File: src/rtl/core/bdq_pkg.sv
`default_nettype none

package bdq_pkg;

    // operation codes carried in the kind field
    typedef enum logic [1:0] {
        KIND_PUSH_FRONT = 2'd0,
        KIND_PUSH_BACK  = 2'd1,
        KIND_POP_BACK   = 2'd2,
        KIND_QUERY      = 2'd3
    } t_kind;

    localparam int unsigned VALUE_W = 32;

    typedef logic signed [VALUE_W-1:0] t_value;

    // per-cell control from the top level
    typedef struct packed {
        logic shift;  // take the left neighbor's entry
        logic load;   // take the incoming value
        logic live;   // this cell holds a stored entry
    } t_cell_ctl;

endpackage

`default_nettype wire

File: src/rtl/core/bounded_deque_with_search.sv
`default_nettype none
// channel  | signals                                          | accepted when
// ---------+--------------------------------------------------+------------------
// input    | i_valid, o_ready, i_kind, i_value                | i_valid & o_ready
// result   | o_valid, i_ready, o_found, o_accepted,           | o_valid & i_ready
//          | o_entry_count, o_is_empty                        |
//
// one item per cycle while no result is stalled: all cells update and compare in the accepting cycle
// the result sits in an output register from the cycle after the item is accepted
// a new item is taken while that register is empty or being drained
// synchronous active-low reset empties the list and drops any pending result
// a stalled result holds o_ready low until i_ready returns

module bounded_deque_with_search #(
    parameter  int unsigned DEPTH = 16,
    localparam int unsigned CW    = $clog2(DEPTH + 1)
) (
    input  wire logic          i_clk,
    input  wire logic          i_rst_n,
    // input channel
    input  wire logic          i_valid,
    output logic               o_ready,
    input  wire logic [1:0]    i_kind,
    input  wire logic signed [bdq_pkg::VALUE_W-1:0] i_value,
    // result channel
    output logic               o_valid,
    input  wire logic          i_ready,
    output logic               o_found,
    output logic               o_accepted,
    output logic [CW-1:0]      o_entry_count,
    output logic               o_is_empty
);

    localparam logic [CW-1:0] FULL_COUNT = CW'(DEPTH);

    // occupancy counter
    logic [CW-1:0] r_count;
    logic [CW-1:0] n_count;

    // output register
    logic          r_out_valid;
    logic          r_found;
    logic          r_accepted;
    logic [CW-1:0] r_out_count;

    logic          w_fire;
    logic          w_full;
    logic          w_empty;
    logic          w_push_front;
    logic          w_push_back;
    logic          w_ok;
    logic          w_found;
    bdq_pkg::t_kind w_kind;

    bdq_pkg::t_value    w_data  [DEPTH];
    bdq_pkg::t_cell_ctl w_ctl   [DEPTH];
    logic [DEPTH-1:0]   w_match;

    assign w_fire  = i_valid && o_ready;
    assign w_full  = (r_count == FULL_COUNT);
    assign w_empty = (r_count == '0);
    assign w_kind  = bdq_pkg::t_kind'(i_kind);

    // decode the operation and its effect on the count
    always_comb begin
        w_push_front = 1'b0;
        w_push_back  = 1'b0;
        w_ok         = 1'b1;
        n_count      = r_count;
        case (w_kind)
            bdq_pkg::KIND_PUSH_FRONT: begin
                w_ok         = !w_full;
                w_push_front = w_fire && !w_full;
                if (!w_full) n_count = r_count + CW'(1);
            end
            bdq_pkg::KIND_PUSH_BACK: begin
                w_ok        = !w_full;
                w_push_back = w_fire && !w_full;
                if (!w_full) n_count = r_count + CW'(1);
            end
            bdq_pkg::KIND_POP_BACK: begin
                // pop only lowers the count; the stale cell is overwritten later
                w_ok = !w_empty;
                if (!w_empty) n_count = r_count - CW'(1);
            end
            bdq_pkg::KIND_QUERY: begin
                w_ok = 1'b1;
            end
            default: begin
                w_ok = 1'b1;
            end
        endcase
    end

    // row of cells, cell 0 is the front; a front insert shifts the whole row back
    for (genvar g = 0; g < DEPTH; g++) begin : g_cell
        assign w_ctl[g].shift = w_push_front;
        assign w_ctl[g].load  = (w_push_front && (g == 0))
                             || (w_push_back && (r_count == CW'(g)));
        assign w_ctl[g].live  = (CW'(g) < r_count);

        if (g == 0) begin : g_head
            bdq_cell u_cell (
                .i_clk   (i_clk),
                .i_ctl   (w_ctl[g]),
                .i_left  (i_value),
                .i_value (i_value),
                .o_data  (w_data[g]),
                .o_match (w_match[g])
            );
        end else begin : g_body
            bdq_cell u_cell (
                .i_clk   (i_clk),
                .i_ctl   (w_ctl[g]),
                .i_left  (w_data[g-1]),
                .i_value (i_value),
                .o_data  (w_data[g]),
                .o_match (w_match[g])
            );
        end
    end

    // match only counts for queries
    assign w_found = (w_kind == bdq_pkg::KIND_QUERY) && (|w_match);

    always_ff @(posedge i_clk) begin
        if (!i_rst_n) begin
            r_count     <= '0;
            r_out_valid <= 1'b0;
        end else begin
            if (w_fire) begin
                r_count     <= n_count;
                r_out_valid <= 1'b1;
            end else if (i_ready) begin
                r_out_valid <= 1'b0;
            end
        end
    end

    // result payload, no reset needed
    always_ff @(posedge i_clk) begin
        if (w_fire) begin
            r_found     <= w_found;
            r_accepted  <= w_ok;
            r_out_count <= n_count;
        end
    end

    assign o_ready       = !r_out_valid || i_ready;
    assign o_valid       = r_out_valid;
    assign o_found       = r_found;
    assign o_accepted    = r_accepted;
    assign o_entry_count = r_out_count;
    assign o_is_empty    = (r_out_count == '0);

endmodule

`default_nettype wire

File: src/rtl/core/bdq_cell.sv
`default_nettype none

module bdq_cell (
    input  wire logic              i_clk,
    input  wire bdq_pkg::t_cell_ctl i_ctl,
    input  wire bdq_pkg::t_value   i_left,
    input  wire bdq_pkg::t_value   i_value,
    output bdq_pkg::t_value        o_data,
    output logic                   o_match
);

    bdq_pkg::t_value r_data;
    bdq_pkg::t_value n_data;

    always_comb begin
        n_data = r_data;
        if (i_ctl.load) begin
            n_data = i_value;
        end else if (i_ctl.shift) begin
            n_data = i_left;
        end
    end

    always_ff @(posedge i_clk) begin
        r_data <= n_data;
    end

    // local compare against the searched value
    assign o_match = i_ctl.live && (r_data == i_value);
    assign o_data  = r_data;

endmodule

`default_nettype wire

File: config.mk
export PLATFORM = sky130hd
export DESIGN_NAME = bounded_deque_with_search
export DESIGN_NICKNAME = d
export VERILOG_FILES = /design/src/rtl/core/bdq_pkg.sv /design/src/rtl/core/bounded_deque_with_search.sv /design/src/rtl/core/bdq_cell.sv
export SDC_FILE = /design/constraint.sdc
export NUM_CORES = 1
export LEC_CHECK = 0
export BUFFER_PORTS_ARGS = -buffer_cell sky130_fd_sc_hd__buf_4
export CAP_MARGIN = 20
export CORE_MARGIN = 2
export CORE_UTILIZATION = 40
export DETAILED_ROUTE_END_ITERATION = 6
export PLACE_DENSITY_LB_ADDON = 0.25
export SYNTH_ARGS = -nofsm -noshare
export SYNTH_HDL_FRONTEND = slang
export SYNTH_SLANG_ARGS = --single-unit
File: constraint.sdc
create_clock -name i_clk -period 6.7 [get_ports i_clk]
set_clock_uncertainty 0.2 [all_clocks]
set_input_delay 0.335 -clock i_clk [delete_from_list [all_inputs] [get_ports i_clk]]
set_output_delay 0.335 -clock i_clk [all_outputs]
set_load 0.01 [all_outputs]
==> metrics.yaml <==
timing:
  max_freq_mhz: 250
  min_period_over_period_pct: 59.8
  rsz0062_at_grt: "no"
  relSlewSlack_pct: 30.5
  setup_viol: 0
  fin_setup_tns_ns: 0
  holdWs_ns: -0.00526
  slew_viol_final: 0
  period_minus_slack_ns: 4.01
  worst_slack_ns: 2.69
  worstMarginPinSlew_ns: 1.03
  finalHoldViolCount: 1
clock_network:
  clk_pin_slew_worst_paths_ns: 0.06
  cts_resized: 0
  clockBufferDepth: 3
  htreeDepth: 2
  cts_sinks: 525
  worstSkewPairLatency_ns: 0.64
  cts_root_buf: "clkbuf_16"
  cts_tree: "built"
  hold_buffers: 13
  numCtsBuffers: 58
  post_cts_buffers: 0
worst_setup_path:
  critPathMaxFanout: 33
  critical_path_class: "flip-flop to flip-flop"
  worstSetupStartpoint: "r_count[1]"
  crit_path_start_kind: "flip-flop"
  reg2reg_from: "r_count[1]"
  crit_required_ns: 6.77
  crit_path_end_kind: "flip-flop"
  worstPathArrival_ns: 4.07
die:
  die_h_um: 270
  fp.coreArea_mm2: 0.0700
  start_util_pct: 40.4
  rows: 97
  design.die.area_mm2: 0.0728
  die_w_um: 270
  num_io_pins: 48
layout:
  nFillCells: 6175
  n_antenna_cell: 0
  drive_above_1_share_pct: 32.0
  layout.nets: 2027
  area_growth_pct: 10.7
pwr:
  leakagePower_nw: 10.6
  powerDensity_mw_per_mm2: 238
  peakVddDrop_v: 0.000245
route:
  via_per_inst: 5.50
  drt-pass1-iter-count: 5
  ant_nets: 0
  wire_per_inst_um: 26.3
  drt_wl_total_um: 78100
  via_count: 16300
  drc: 0
  initialDrtViolationCount: 1487
global_routing:
  grt_pass1_vias: 16900
  grt_max_degree: 34
  grt.total_usage_pct: 21.2
  antenna_found_initial: 3
  grt_pass1_wl_um: 114000
  gr-total-overflow: 0
logic_synthesis:
  synthFlopType: "edfxtp_1"
  synth-seq-cells: 525
  yosysMostFrequentCell: "edfxtp_1"
  yosys-top-cells-area: "edfxtp_1 55%, mux2_2 19%, xor2_1 13%"
  ys_types: 53
  syn_nets: 2054
  synth_largest_area_cell: "edfxtp_1"
  synth_area_mm2: 0.0283
  yosysWarnings: 0
  yosysSeqAreaShare_pct: 55.5
  syn_inst: 2011
  synthTopCellsByCount: "519 x edfxtp_1, 480 x mux2_2, 416 x xor2_1"
  avgSynthCellArea_um2: 14.1
  synth-edff-count: 519
  synth.top_cell.area_share_pct: 55.1
  postSynth.asyncResetShare_pct: 0
status:
  failed_checks: "hold timing"
  status: "finished with violations"
place:
  dp_slack_ns: 2.73
  gp_congestion: 0.868
  place_hpwl_um: 51700
  port_buffers: 47
flow_run:
  maxCapViolCount: 0
worst_hold_path:
  hold_class: "primary input to flip-flop"
  hold_start: "i_value[4]"
==> power breakdown <==
part	leakage [nW]	internal [mW]	switching, mW
sequential	4.80	3.72	0.0878
clock	0.846	1.67	1.32
combinational	4.92	0.240	0.416
total	10.6	5.64	1.82
==> final timing paths <==
path / to / slack, ns / cells past startpoint
max: g_cell[10].g_body.u_cell.o_data[1] / 2.69 / 8
min: g_cell[0].g_head.u_cell.o_data[4] / -0.005 / 1
min reg2reg: g_cell[1].g_body.u_cell.o_data[6] / 0.40 / 1
max reg2reg: g_cell[10].g_body.u_cell.o_data[1] / 2.69 / 8
==> sequential cells by signal, summed over array words and instances (netlist names) <==
signal / count
r_count: 5
o_valid: 1
g_cell.g_body.u_cell.o_data: 480
o_found: 1
g_cell.g_head.u_cell.o_data: 32
o_entry_count: 5
o_accepted: 1
==> logic make-up after synthesis <==
family                   synth area share (%)
buffers and inverters                    3.01
XOR/XNOR                                 15.8
multiplexers                             19.2
AND/OR/NAND/NOR                          5.26
AO/OA/AOI/OAI                            1.00
adder cells (fa/ha/maj)                 0.221
flip-flops                               55.5
==> area by class of cell <==
class / count / area, µm² / area share, %
repair buffers: 98 / 908 / 2.90
clock inverters: 34 / 226 / 0.723
multi-input cells: 1291 / 11700 / 37.5
flip-flops and latches: 525 / 15700 / 50.2
clock buffers: 70 / 1520 / 4.85
inverters: 10 / 37.5 / 0.120
well taps: 940 / 1180 / 3.76
==> routing by layer <==
layer  global-route usage (%)  vias up  wire length [µm]
met2                     35.1      533             37500
li1                         -     7362                 -
met5                        0        -                13
met1                     28.7     8295             34000
met3                     3.12      132              4470
met4                     6.48        2              2080
==> stage by stage <==
step	utilization (%)	power, mW	instances	area [µm²]	hold slack (ns)
after detailed placement	42.0	4.52	2851	29400	0.346
final	44.7	7.46	2968	31300	-0.00526
after floorplan	-	4.28	2011	28300	0.234
after global routing	44.7	7.69	2968	31300	0.00979
after CTS	44.7	7.52	2968	31300	0.000599
after global placement	41.8	4.51	2844	29200	0.341
==> cells in the final DEF, fill, tap and decap left out, types with 13 or more instances in the layout <==
master	instances
buf_4	78
clkbuf_16	59
clkinv_1	20
dlygate4sd3_1	13
edfxtp_1	519
mux2_2	480
nand2_1	35
nand3_1	20
nand4_1	39
nor3_1	13
nor4_1	114
xnor2_1	94
xor2_1	416
==> critical path: stages (launching register included) <==
cell and delay [ns]:
dfxtp_1 0.58, inv_1 0.16, ha_1 0.37, a31oi_4 0.27
nand3_2 0.23, nor4b_4 0.46, nand2_2 0.53, nand2_1 0.40
buf_4 0.41
(Power assumes the default switching activity.)
